## src/rtl/core/srbu_pkg.sv

```systemverilog
// Shared types and constants for the row bitmap union unit.
// No dependencies.
`default_nettype none
package srbu_pkg;
  localparam int COLS_DEFAULT = 65536;
  localparam int COL_W        = 16;
  localparam int NNZ_W        = 17;
  localparam int MAP_MAX      = 65536;
  localparam int QDEPTH       = 2;

  typedef struct packed {
    logic [COL_W-1:0] col;
    logic             is_col;
    logic             last;
  } op_t;

  typedef struct packed {
    logic init_busy;
  } back_status_t;
endpackage
`default_nettype wire

```

## src/rtl/core/srbu_front.sv

```systemverilog
// Front end: accepts input transfers, classifies them and queues operations.
// Depends on srbu_pkg.
`default_nettype none
module srbu_front #(
  parameter int COLS = srbu_pkg::COLS_DEFAULT
) (
  input  wire                           clk,
  input  wire                           rst,
  input  wire                           in_valid,
  output logic                          in_ready,
  input  wire [srbu_pkg::COL_W-1:0]     col_index,
  input  wire                           has_col,
  input  wire                           row_end,
  input  srbu_pkg::back_status_t        status,
  output logic                          q_valid,
  input  wire                           q_pop,
  output srbu_pkg::op_t                 q_data
);
  localparam int PW = $clog2(srbu_pkg::QDEPTH);
  localparam int CW = $clog2(srbu_pkg::QDEPTH + 1);

  srbu_pkg::op_t q_mem [srbu_pkg::QDEPTH];
  logic [PW-1:0] wr_ptr;
  logic [PW-1:0] rd_ptr;
  logic [CW-1:0] count;
  logic          col_ok;
  srbu_pkg::op_t op_in;
  logic          push;
  logic          pop;

  always_comb begin
    col_ok       = (32'(col_index) < 32'(COLS));
    op_in.col    = col_index;
    op_in.is_col = has_col && col_ok;
    op_in.last   = row_end;
    in_ready     = !status.init_busy && (count != CW'(srbu_pkg::QDEPTH));
    push         = in_valid && in_ready && (op_in.is_col || op_in.last);
    q_valid      = (count != '0);
    pop          = q_pop && q_valid;
    q_data       = q_mem[rd_ptr];
  end

  always_ff @(posedge clk) begin
    if (push) begin
      q_mem[wr_ptr] <= op_in;
    end
  end

  always_ff @(posedge clk) begin
    if (rst) begin
      wr_ptr <= '0;
      rd_ptr <= '0;
      count  <= '0;
    end else begin
      if (push) begin
        wr_ptr <= wr_ptr + 1'b1;
      end
      if (pop) begin
        rd_ptr <= rd_ptr + 1'b1;
      end
      if (push && !pop) begin
        count <= count + 1'b1;
      end else if (pop && !push) begin
        count <= count - 1'b1;
      end
    end
  end
endmodule
`default_nettype wire

```

## config.mk

```make
export PLATFORM = sky130hd
export DESIGN_NAME = srbu_front
export DESIGN_NICKNAME = d
export VERILOG_FILES = /design/src/rtl/core/srbu_pkg.sv /design/src/rtl/core/srbu_front.sv
export SDC_FILE = /design/constraint.sdc
export NUM_CORES = 1
export LEC_CHECK = 0
export BUFFER_PORTS_ARGS = -buffer_cell sky130_fd_sc_hd__buf_2
export CORE_MARGIN = 8
export CORE_UTILIZATION = 54
export DETAILED_ROUTE_END_ITERATION = 7
export PLACE_DENSITY = 0.84
export SYNTH_ARGS = -nofsm -noshare
export SYNTH_HDL_FRONTEND = slang
export SYNTH_SLANG_ARGS = --single-unit
```

## constraint.sdc

```tcl
create_clock -name clk -period 3.93 [get_ports clk]
set_clock_uncertainty 0.05 [all_clocks]
set_input_delay 0.393 -clock clk [delete_from_list [all_inputs] [get_ports clk]]
set_output_delay 0.393 -clock clk [all_outputs]
set_load 0.01 [all_outputs]
```

Word level (Yosys, flattened, before mapping)

Memories as Yosys holds them, arrays and structs flattened. A register that Yosys moved wholly into a read port is not among the register bits.
Index checks and enable logic that the tools add are counted.

Add/subtract/negate cells: 4
Equality and inequality tests: 1
Mux-type cells: 6
Reduce and logical (&&, ||, !) cells: 12

Operators with widths:

| cell                | count |
|---|---|
| $logic_and 1x1->1   | 6 |
| $mux 1              | 4 |
| $mux 2              | 2 |
| $reduce_bool 2->1   | 2 |
| $logic_not 1->1     | 3 |
| $add 1x1->1 const B | 2 |
| $add 2x1->2 const B | 1 |
| $ne 2x2->1 const B  | 1 |
| $sub 2x1->2 const B | 1 |
| $logic_or 1x1->1    | 1 |

Bits in registers: 4
RAM bits: 36
Input bits: 23
Word-level logic and storage cells: 27
Memories kept: 1

Memories:

| memory | depth | width | rd ports | clocked after Yosys merged registers in | write ports | line             | source |
|---|---|---|---|---|---|---|---|
| q_mem  | 2     | 18    | 1        | 1                                       | 1           | srbu_front.sv:22 | `srbu_pkg::op_t q_mem [srbu_pkg::QDEPTH];` |

Logic depth before layout (Yosys ltp)

Gate-level depths: netlist of the first run.

Word-level depth: 8
Gate-level depth with buffers: 6

Least setup slack after synthesis of the first run

No wires, ideal clock.

Kind: reg-to-reg
From: register count[1]
To: memory q_mem[0][0] in the netlist's numbering, enable pin
Setup time: 0.373 ns
Arrival: 1.332 ns
Data required time: 3.507 ns
Path slack: 2.176 ns
Cell stages (with the launch flop): 4
Buffers on the path: 0
Clock period less this slack: 1.754 ns
Path through: dfxtp_1 > nor2b_2 > or4_4 > inv_1

Word-level cells in the longest chain between the ends: 6

RTL lines:

| item                            | line             | source |
|---|---|---|
| start: declaration              | srbu_front.sv:25 | `logic [CW-1:0] count;` |
| start signal: assignment        | srbu_front.sv:62 | `count <= count + 1'b1;` |
| start signal: assignment        | srbu_front.sv:64 | `count <= count - 1'b1;` |
| $ne 2x2->1                      | srbu_front.sv:36 | `in_ready = !status.init_busy && (count != CW'(srbu_pkg::QDEPTH));` |
| $logic_and 1x1->1               | srbu_front.sv:36 |  |
| $logic_and 1x1->1 (2 in series) | srbu_front.sv:37 | `push = in_valid && in_ready && (op_in.is_col \|\| op_in.last);` |
| $mux 1                          | srbu_front.sv:44 | `if (push) begin` |
| $mux 1 (not written as such)    | srbu_front.sv:45 | `q_mem[wr_ptr] <= op_in;` |
| end: declaration                | srbu_front.sv:22 |  |

Every way passes these cells.

==> out/results.env, run 1 <==
GR-TOTAL-OVERFLOW=0
GRT_PASS1_WL_UM=4326
REPORT.POWER.TOTAL_W=0.0009848
COUNT_OF_PINS_OVER_THEIR_SLEW_LIMIT=0
SYNTH.FF_LATCH_COUNT=41
DRT_FIRST_PASS_ITERS=5
SYNTHESIS.AREA_UM2=1528
TIMING_HOLD_VIOLATIONS_FINAL=0
VIAS=847
NETLIST.TOP_CELL.BY_AREA='sky130_fd_sc_hd__edfxtp_1'
MIN-DELAY-PATH-CLASS='in2reg'
SYNTH-SEQ-AREA-SHARE=0.7731
CTS_BUFFERS=5
PWR_DENSITY_CELL_nW_PER_UM2=541.7
DETAILROUTE.WIRELENGTH.MET3_UM=168
PIN_COUNT=43
SEQUENTIAL_CELL_AREA_UM2=1181
SYNTHDOMINANTCELLAREASHARE=0.7076
DIE-AREA_UM2=4787
AREA_GROWTH_SYN_TO_LAYOUT_PCT=19.00
END_KIND='primary output'
CAP_VIOL_MAX_COUNT=0
GPL.FINAL_WEIGHTED_CONGESTION=0.6658
CTS_TREE='done'
POST-PLACE-WS_NS=1.850
NETLIST-CELL-TYPE-COUNT=17
CTS-ROOT-TO-SINK-BUFFERS=2
SYNTH_NETS=106
CTS-HTREE-LEVELS=2
TOTAL_NUMBER_OF_CLOCK_TREE_SINKS=41
FINALSETUPTNS_NS=0
FOOTPRINT_OF_THE_MULTI_INPUT_GATES_UM2=332.8
WORST_SLACK_NS=1.771
CTS_RESIZED=0
SETUP_REPAIR_AFTER_GLOBAL_ROUTING_MISSED_ITS_MARGIN='false'
FIRST_GLOBAL_VIAS=951
CLOCK_LATENCY_NS=0.33
LARGEST_NET_DEGREE_AT_THE_START_OF_GLOBAL_ROUTING=19
TIMING.FINAL.SETUP_VIOLATIONS=0
CRITPATHMAXFANOUT=18
HIGHEST_LAYER='met4'
P_LEAK_nW=0.6960
WIRELENGTH_MET1_UM=981
WL_PER_CELL_UM=16.18
WORST_SLEW_MARGIN_REL=0.4382
CTS_ROOT_BUF='sky130_fd_sc_hd__clkbuf_4'
SYN_AREA_PER_CELL_UM2=18.63
FILLERINSTANCES=193
FMAX_GHz=0.4631
YOSYSWARNINGCOUNT=0
INITIAL_ANTENNA_VIOLATION_COUNT=0
POSTCTSHOLDBUFS=0
POWER.IR.VDD_WORST_mV=0.4195
CTS_POST_SETUP_BUFFERS_INSERTED=0
CP_DATA_REQUIRED_TIME_NS=3.49
DIE_WD_UM=69.19
SYN_INST=82
DR_WL_MET2_UM=1404
STD_CELL_ROWS=19
CORE_REGION_AREA_UM2=2734
WORST-SETUP-PATH-TYPE='reg2out'
ANTENNADIODECOUNT=0
POST-ROUTE-PERIOD-UTIL=0.5495
REMAINING_NUMBER_OF_NETS_FLAGGED_BY_THE_ANTENNA_CHECK_AFTER_ROUTING=0
DIE_H_UM=69.19
OUTCOME='completed'
PERIOD_NEEDED_NS=2.159
TIMING.CRITICAL_PATH.FROM_TYPE='register'
FLOORPLAN.INITIALDENSITY=0.5588
BUFFER_PORTS.INSERTED=42
FIN_NETS=153
TOTALWIRELENGTH_UM=2605
DRCVIOLATIONCOUNT=0
CRIT_ARRIVAL_NS=1.72
OVERALL_ROUTING_RESOURCE_USAGE=0.1132
TOP_AREA_CELLS_IN_THE_SYNTHESIZED_NETLIST='sky130_fd_sc_hd__edfxtp_1 71%, sky130_fd_sc_hd__mux2_2 13%, sky130_fd_sc_hd__dfxtp_1 6.6%'
DP.FINAL_HPWL_UM=1920
POST_ROUTE_CELLS_DRIVE_ABOVE_1_SHARE=0.5385
MAX_SLEW.WORST_PIN.SLEW_NS=0.8428
VIAS_PER_CELL=5.261
DETAIL_ROUTE.ITER0.VIOLATIONS=32
PATH_CLK_SLEW_NS=0.12
==> flip-flops by register name (all words and copies together) (netlist names), named ones only <==
| signal | count |
|---|---|
| count | 2 |
| q_mem | 36 |
| wr_ptr | 1 |
| rd_ptr | 1 |
==> cells in the mapped netlist <==
master                     count
sky130_fd_sc_hd__buf_2         2
sky130_fd_sc_hd__ha_1          1
sky130_fd_sc_hd__a21oi_1       2
sky130_fd_sc_hd__inv_1         1
sky130_fd_sc_hd__nor2_1        4
sky130_fd_sc_hd__or3_1         1
sky130_fd_sc_hd__edfxtp_1     36
sky130_fd_sc_hd__o31ai_1       1
sky130_fd_sc_hd__xor2_1        3
sky130_fd_sc_hd__dfxtp_1       5
sky130_fd_sc_hd__mux2_2       18
sky130_fd_sc_hd__or2_2         1
sky130_fd_sc_hd__o21ai_0       3
sky130_fd_sc_hd__and2_1        1
sky130_fd_sc_hd__nor3_1        1
sky130_fd_sc_hd__nor2b_2       1
sky130_fd_sc_hd__or4_4         1
==> worst max-delay path, stage by stage (launching register included) <==
cell                      delay (ns)
sky130_fd_sc_hd__dfxtp_1        0.82
sky130_fd_sc_hd__mux2_2         0.42
sky130_fd_sc_hd__buf_2          0.14
==> through the flow <==
| step | std cells | util | hold WS [ns] | cell area [um^2] |
|---|---|---|---|---|
| finish | 161 | 0.6650 | 0.1855 | 1818 |
| global placement | 153 | 0.6462 | 0.4277 | 1767 |
| detailed placement | 153 | 0.6462 | 0.4416 | 1767 |
| CTS | 161 | 0.6650 | 0.1689 | 1818 |
| floorplan | 82 | - | 0.4007 | 1528 |
| global route | 161 | 0.6650 | 0.1626 | 1818 |
==> cells in the final DEF (no fill, tap or decap) <==
master and count:
sky130_fd_sc_hd__ha_1 1, sky130_fd_sc_hd__mux2_2 18, sky130_fd_sc_hd__xor2_1 3, sky130_fd_sc_hd__o31ai_1 1, sky130_fd_sc_hd__inv_1 1, sky130_fd_sc_hd__clkbuf_4 5
sky130_fd_sc_hd__dfxtp_1 5, sky130_fd_sc_hd__or3_1 1, sky130_fd_sc_hd__a21oi_1 2, sky130_fd_sc_hd__buf_2 42, sky130_fd_sc_hd__edfxtp_1 36, sky130_fd_sc_hd__nor3_1 1
sky130_fd_sc_hd__nor2b_2 1, sky130_fd_sc_hd__or2_2 1, sky130_fd_sc_hd__or4_4 1, sky130_fd_sc_hd__clkinv_2 2, sky130_fd_sc_hd__and2_1 1, sky130_fd_sc_hd__nor2_1 4
sky130_fd_sc_hd__clkbuf_1 1, sky130_fd_sc_hd__o21ai_0 3
==> logic make-up after synthesis <==
group | after synthesis | synth area share
AND/OR/NAND/NOR | 10 | 0.03850
XOR/XNOR | 3 | 0.01720
multiplexers | 18 | 0.1327
buffers and inverters | 3 | 0.009007
adder cells (fa/ha/maj) | 1 | 0.008189
flip-flops | 41 | 0.7731
AO/OA/AOI/OAI | 6 | 0.02129
==> final timing paths <==
check,cells after the start,startpoint,slack [ns],end
max,2,register,1.77,q_data[9]
min,1,col_index[6],0.19,q_mem[1][8]
max reg2reg,3,count[1],1.98,q_mem[0][2]
min reg2reg,2,count[1],0.46,count[1]
==> final cells by class <==
type                    count  share of cell area
clock buffers               6             0.02271
multi-input cells          38              0.1831
repair buffers             42              0.1156
clock inverters             2            0.005506
well taps                  31             0.02134
flip-flops and latches     41              0.6497
inverters                   1            0.002065
==> layer usage <==
metal,global-route usage,up-vias
li1,-,410
met1,0.1056,407
met2,0.1967,25
met3,0.05150,5
met4,0.06834,0
met5,0,-
==> power by group <==
| part | switching, W | internal [W] |
|---|---|---|
| Sequential | 0.0000409 | 0.000514 |
| Combinational | 0.000107 | 0.000128 |
| Clock | 0.000126 | 0.0000683 |
(Power assumes the default switching activity.)
==> inputs of run 2 (changes only) <==
CORE_UTILIZATION = 50   (was 54)
PLACE_DENSITY = 0.79   (was 0.84)
clock period = 2.12 ns   (was 3.93 ns; I/O delays follow)
==> run 2 against run 1 <==
  * Total power is 89% higher
  * Clock power is 79% higher
  * Register-to-register slack worse by 1.6 ns
  * First-iteration DRC count is 47% higher
  * Cell count is 12% higher
  * Combinational power is 120% higher
  * Critical path depth is 3 higher
  * Global-route usage hardly changed
  * Largest cell class unchanged
  * Sequential share of layout area is 5.7 points lower
  * Count of clock-buffer cells in the layout stayed put
  * Final area is 9.6% higher
  * Largest power group unchanged
  * Non-clock buffer count is 18 higher
==> out/results.env, run 2 (synthesis gave the netlist of run 1 again) <==
CP_CELL_SEQUENCE='nor2b_2 > nor3_1 > ha_1 > or3_1 > a21oi_1'
END_KIND='register'
TOTALWIRELENGTH_UM=2717
P_LEAK_nW=0.7747
POST_ROUTE_CELLS_DRIVE_ABOVE_1_SHARE=0.4932
BUFFER_PORTS.INSERTED=42
POWER.SHARE.SWITCHING=0.2752
GPL.FINAL_WEIGHTED_CONGESTION=0.7604
VIAS_PER_CELL=4.983
DP.FINAL_HPWL_UM=1886
POST-ROUTE-PERIOD-UTIL=0.8058
DIE_H_UM=71.28
COUNT_OF_PINS_OVER_THEIR_SLEW_LIMIT=0
FMAX_GHz=0.5854
WORST-SETUP-PATH-TYPE='reg2reg'
INITIAL_ANTENNA_VIOLATION_COUNT=0
LARGEST_REGISTER_FFS=36
MIN-DELAY-PATH-CLASS='in2reg'
TIMING_HOLD_VIOLATIONS_FINAL=0
CTS-HTREE-LEVELS=2
OUTCOME='completed'
LARGEST_NET_DEGREE_AT_THE_START_OF_GLOBAL_ROUTING=19
CTS-ROOT-TO-SINK-BUFFERS=2
DRT_FIRST_PASS_ITERS=4
GR-TOTAL-OVERFLOW=0
BIGGESTREGSBYFLOPS='q_mem: 36 flops, count: 2 flops'
FINAL_CELLS=181
REPORT.POWER.TOTAL_W=0.001859
SETUP_REPAIR_AFTER_GLOBAL_ROUTING_MISSED_ITS_MARGIN='false'
PIN_COUNT=43
CELLINTERNALPOWER_W=0.001347
CAP_VIOL_MAX_COUNT=0
MAX_SLEW.WORST_PIN.SLEW_NS=0.3446
CRIT_ARRIVAL_NS=1.92
LAYOUT_COMMONEST_CELL='sky130_fd_sc_hd__buf_2'
HIGHEST_COUNT_CELLS_IN_THE_LAYOUT_IGNORING_FILL_AND_TAPS='42 x sky130_fd_sc_hd__buf_2, 36 x sky130_fd_sc_hd__edfxtp_1, 18 x sky130_fd_sc_hd__mux2_2'
DIE_WD_UM=71.28
WL_PER_CELL_UM=15.01
STD_CELL_ROWS=20
FIRST_GLOBAL_VIAS=965
CRITICAL-PATH-SLOWEST-CELL='sky130_fd_sc_hd__dfxtp_1'
DPL.CELL_COUNT=158
VIAS=902
CTS_RESIZED=0
SLOWEST_DELAY_NS=0.44
GRT_PASS1_WL_UM=4360
DIE-AREA_UM2=5080
PATH_CLK_SLEW_NS=0.12
PWR_DENSITY_CELL_nW_PER_UM2=932.7
OVERALL_ROUTING_RESOURCE_USAGE=0.1129
CRITPATHMAXFANOUT=5
CORE_REGION_AREA_UM2=2978
PERIOD_NEEDED_NS=1.708
ANTENNADIODECOUNT=0
WORST-PATH-BUF-INV=0
TIMING.CRITICAL_PATH.FROM_TYPE='register'
DETAIL_ROUTE.ITER0.VIOLATIONS=47
DRCVIOLATIONCOUNT=0
CRITICAL-PATH-TOP-DELAY-FAMILY='simple AND/OR/NAND/NOR gates'
CTS_BUFFERS=5
CTS_TREE='done'
P_SW_W=0.0005116
TIMING.FINAL.SETUP_VIOLATIONS=0
CP_DATA_REQUIRED_TIME_NS=2.33
AREA_GROWTH_SYN_TO_LAYOUT_PCT=30.47
FINALSETUPTNS_NS=0
WORST_SLEW_MARGIN_REL=0.7678
TOTAL_NUMBER_OF_CLOCK_TREE_SINKS=41
POWER.IR.VDD_WORST_mV=0.5933
REMAINING_NUMBER_OF_NETS_FLAGGED_BY_THE_ANTENNA_CHECK_AFTER_ROUTING=0
FLOORPLAN.INITIALDENSITY=0.5130
LARGEST_REGISTER='q_mem'
PWR-SHARE-CLK=0.187
CTS_ROOT_BUF='sky130_fd_sc_hd__clkbuf_4'
POWER.COMBINATIONAL.FRACTION=0.282
FIN_NETS=171
FILLERINSTANCES=202
SEQUENTIALPOWERSHARE=0.531
CLOCK_LATENCY_NS=0.32
-- run 2: changes by cell type in the layout (fill, tap and decap cells not counted), sizes merged --
cell,before,now
buf,42,45
dlygate4sd3,0,15
-- run 2: layout make-up --
cell class	instances	area [um^2]	area share
Inverter	1	3.754	0.001883
Tap cell	33	41.29	0.02072
Timing Repair Buffer	60	382.9	0.1921
Sequential cell	41	1181	0.5926
Clock inverter	2	10.01	0.005022
Multi-Input combinational cell	38	332.8	0.1670
Clock buffer	6	41.29	0.02072
-- run 2: per-stage QoR --
stage	area [um^2]	hold slack, ns	setup WS, ns	util
global route	1993	0.009832	0.3054	0.6693
CTS	1993	0.002239	0.4094	0.6693
finish	1993	0.02782	0.4118	0.6693
floorplan	1528	0.2311	0.3655	-
global placement	1792	0.3526	0.4855	0.6017
detailed placement	1792	0.3537	0.4321	0.6017
-- run 2: repair_timing --
| item | 4_1_cts | 5_1_grt |
|---|---|---|
| hold endpoints to repair | 29 | 0 |
| hold buffers | 15 | 0 |
| buffers inserted | 0 | 0 |
-- run 2: path summary, 6_finish.rpt --
check / start / endpoint / slack [ns] / cells past startpoint
worst max-delay path: count[0] / count[1] / 0.41 / 5
worst min-delay path: col_index[9] / q_mem[0][11] / 0.03 / 1
worst max register to register: count[0] / count[1] / 0.41 / 5
worst min register to register: wr_ptr / wr_ptr / 0.47 / 2
-- run 2: power by group through the flow --
stage | Sequential [W] | Clock, W | Combinational, W
6_report | 0.000986 | 0.000348 | 0.000524
5_1_grt | 0.000995 | 0.000394 | 0.000571
4_1_cts | 0.000987 | 0.000366 | 0.000532
3_5_place_dp | 0.00101 | 0 | 0.000508
3_3_place_gp | 0.000998 | 0 | 0.000495
2_1_floorplan | 0.000995 | 0 | 0.000334
-- run 2: per-layer routing --
metal | up-vias | wire length [um] | track usage
met3 | 7 | 155 | 0.04184
met4 | 0 | 62 | 0.05774
met2 | 27 | 1404 | 0.2010
met5 | - | 0 | 0
met1 | 426 | 1094 | 0.1119
li1 | 442 | - | -
-- run 2: worst reg2reg max path, cell delays in order, from the launching register on --
cell                      delay, ns
sky130_fd_sc_hd__dfxtp_1       0.44
sky130_fd_sc_hd__nor2b_2       0.09
sky130_fd_sc_hd__nor3_1        0.26
sky130_fd_sc_hd__ha_1          0.31
sky130_fd_sc_hd__or3_1         0.36
sky130_fd_sc_hd__a21oi_1       0.14
==> inputs of run 3 (changes only) <==
CORE_UTILIZATION = 45   (was 50)
PLACE_DENSITY = 0.75   (was 0.79)
clock period = 1.42 ns   (was 2.12 ns; I/O delays follow)
==> run 3 against run 2 <==
  * The flow now finishes with violations (setup timing)
  * Sequential share of layout area shrank 10 points
  * Fmax rose by 7.2%
  * Cell count up 15%
  * Sequential power grew 53%
  * Critical path depth fell by 1
  * Non-clock buffer count grew 14
  * Register-to-register slack worse by 0.59 ns
  * Combinational power rose to 2.7 times the previous value
  * Core utilization rose by 6.1 points
  * Setup slack lost 0.59 ns
  * Final area increased by 21%
  * Critical path type unchanged
  * Largest power group unchanged
==> out/results.env, run 3 (synthesis gave the netlist of run 1 again) <==
DIE_H_UM=74.27
MAX_SLEW.WORST_PIN.SLEW_NS=0.4162
REGTOREGENDPOINT='q_mem[0][15]'
HIGHEST_COUNT_CELLS_IN_THE_LAYOUT_IGNORING_FILL_AND_TAPS='36 x sky130_fd_sc_hd__edfxtp_1, 23 x sky130_fd_sc_hd__buf_2, 20 x sky130_fd_sc_hd__buf_6'
VIAS_PER_CELL=4.692
TIMING_HOLD_VIOLATIONS_FINAL=0
PATH_CLK_SLEW_NS=0.12
INITIAL_ANTENNA_VIOLATION_COUNT=0
FINALSETUPTNS_NS=-4.689
LARGEST_NET_DEGREE_AT_THE_START_OF_GLOBAL_ROUTING=19
PIN_COUNT=43
GRT_PASS1_WL_UM=5085
END_KIND='register'
VIAS=976
WORST_HOLD_PATH.ENDPOINT='q_mem[1][0]'
POWER.IR.VDD_WORST_mV=1.002
POST-ROUTE-PERIOD-UTIL=1.122
SETUP_REPAIR_AFTER_GLOBAL_ROUTING_MISSED_ITS_MARGIN='true'
MIN-DELAY-PATH-CLASS='in2reg'
DETAIL_ROUTE.ITER0.VIOLATIONS=37
HOLD_PATH_DEPTH=2
RR_WORST_DEPTH=4
BUFFER_PORTS.INSERTED=42
TOTAL_NUMBER_OF_CLOCK_TREE_SINKS=41
CAP_VIOL_MAX_COUNT=0
DIE-AREA_UM2=5515
TIMING.FINAL.SETUP_VIOLATIONS=38
TIMING.CRITICAL_PATH.FROM_TYPE='register'
GR-TOTAL-OVERFLOW=0
LARGEST_REGISTER_FFS=36
AREA_GROWTH_SYN_TO_LAYOUT_PCT=58.31
FLOORPLAN.INITIALDENSITY=0.4615
CTS_BUFFERS=5
WORST_SLACK_NS=-0.1737
OUTCOME='finished, violations left'
STD_CELL_ROWS=21
TOTALWIRELENGTH_UM=3327
CTS_TREE='done'
COUNT_OF_PINS_OVER_THEIR_SLEW_LIMIT=0
CRITPATHMAXFANOUT=18
CTS-HTREE-LEVELS=2
REMAINING_NUMBER_OF_NETS_FLAGGED_BY_THE_ANTENNA_CHECK_AFTER_ROUTING=0
FAILED_CHECKS='setup timing'
FIRST_GLOBAL_VIAS=1102
CTS_ROOT_BUF='sky130_fd_sc_hd__clkbuf_4'
PWR_DENSITY_CELL_nW_PER_UM2=1424
DP.FINAL_HPWL_UM=1977
P_LEAK_nW=0.9628
FMAX_GHz=0.6275
OVERALL_ROUTING_RESOURCE_USAGE=0.1275
CORE_REGION_AREA_UM2=3311
CRIT_ARRIVAL_NS=1.60
MIN_FROM='row_end'
WORST_R2R_STARTPOINT='count[1]'
DRT_FIRST_PASS_ITERS=4
LAYOUT_COMMONEST_CELL='sky130_fd_sc_hd__edfxtp_1'
WORST-SETUP-PATH-TYPE='reg2reg'
UTILIZATION=0.7305
WORST_SLEW_MARGIN_REL=0.7196
LARGEST_REGISTER='q_mem'
ANTENNADIODECOUNT=0
DIE_WD_UM=74.27
CLOCK_LATENCY_NS=0.34
DRCVIOLATIONCOUNT=0
WL_PER_CELL_UM=16.00
FIN_NETS=185
CTS-ROOT-TO-SINK-BUFFERS=2
SETUP.REG_TO_REG.WORST_SLACK_NS=-0.17
CP_DATA_REQUIRED_TIME_NS=1.42
BIGGESTREGSBYFLOPS='q_mem: 36 flops, count: 2 flops'
GPL.FINAL_WEIGHTED_CONGESTION=0.6883
POST_ROUTE_CELLS_DRIVE_ABOVE_1_SHARE=0.5741
PERIOD_NEEDED_NS=1.594
[run 3: how the worst max path moves through the flow]
stage,from,to
detailed placement,row_end,count[1]
CTS,count[1],q_mem[0][3]
finish,count[1],q_mem[0][15]
floorplan,count[1],q_mem[0][0]
global route,count[1],count[1]
global placement,count[1],count[1]
[run 3: timing repair]
item | CTS | global route
setup endpoints to repair | 57 | 39
gates resized for setup | 49 | 2
hold buffers | 17 | 0
endpoints found under the hold margin | 37 | 0
setup buffers | 0 | 1
pin swaps | 0 | 0
gates cloned | 0 | 1
[run 3: critical path, cell delays in order (launching register included)]
cell and delay, ns:
sky130_fd_sc_hd__dfxtp_2 0.34, sky130_fd_sc_hd__nor2b_4 0.13, sky130_fd_sc_hd__or4_4 0.53, sky130_fd_sc_hd__clkinvlp_4 0.10, sky130_fd_sc_hd__buf_12 0.15
[run 3: report_power, final]
| group | leakage (nW) | switching [W] | internal [W] |
|---|---|---|---|
| combinational | 0.560 | 0.000515 | 0.000887 |
| clock | 0.0320 | 0.000346 | 0.000189 |
| sequential | 0.371 | 0.0000697 | 0.00144 |
[run 3: routing by layer]
metal,GRT usage,vias up,share of wire
li1,-,472,-
met1,0.1287,474,0.38
met2,0.2236,26,0.55
met3,0.05256,4,0.059
met4,0.05870,0,0.012
met5,0,-,0
[run 3: cell type report]
cell class | count | area [um^2]
tap | 46 | 57.56
timing repair buffer | 74 | 690.7
multi-input combinational | 38 | 421.7
fill | 239 | 892.1
sequential | 41 | 1190
clock buffer | 6 | 41.29
clock inverter | 2 | 10.01
inverter | 1 | 7.507
[run 3: stage by stage]
step / instances / worst slack, ns / hold slack, ns / cell area [um^2] / total power (W)
floorplan: 82 / -0.1542 / 0.1537 / 1540 / 0.002006
CTS: 206 / -0.1762 / 0.01262 / 2379 / 0.003391
detailed placement: 181 / -0.2487 / 0.2854 / 1933 / 0.002403
finish: 208 / -0.1737 / 0.03847 / 2419 / 0.003445
global placement: 181 / -0.1324 / 0.2835 / 1933 / 0.002375
global route: 208 / -0.2373 / 0.01560 / 2419 / 0.003626
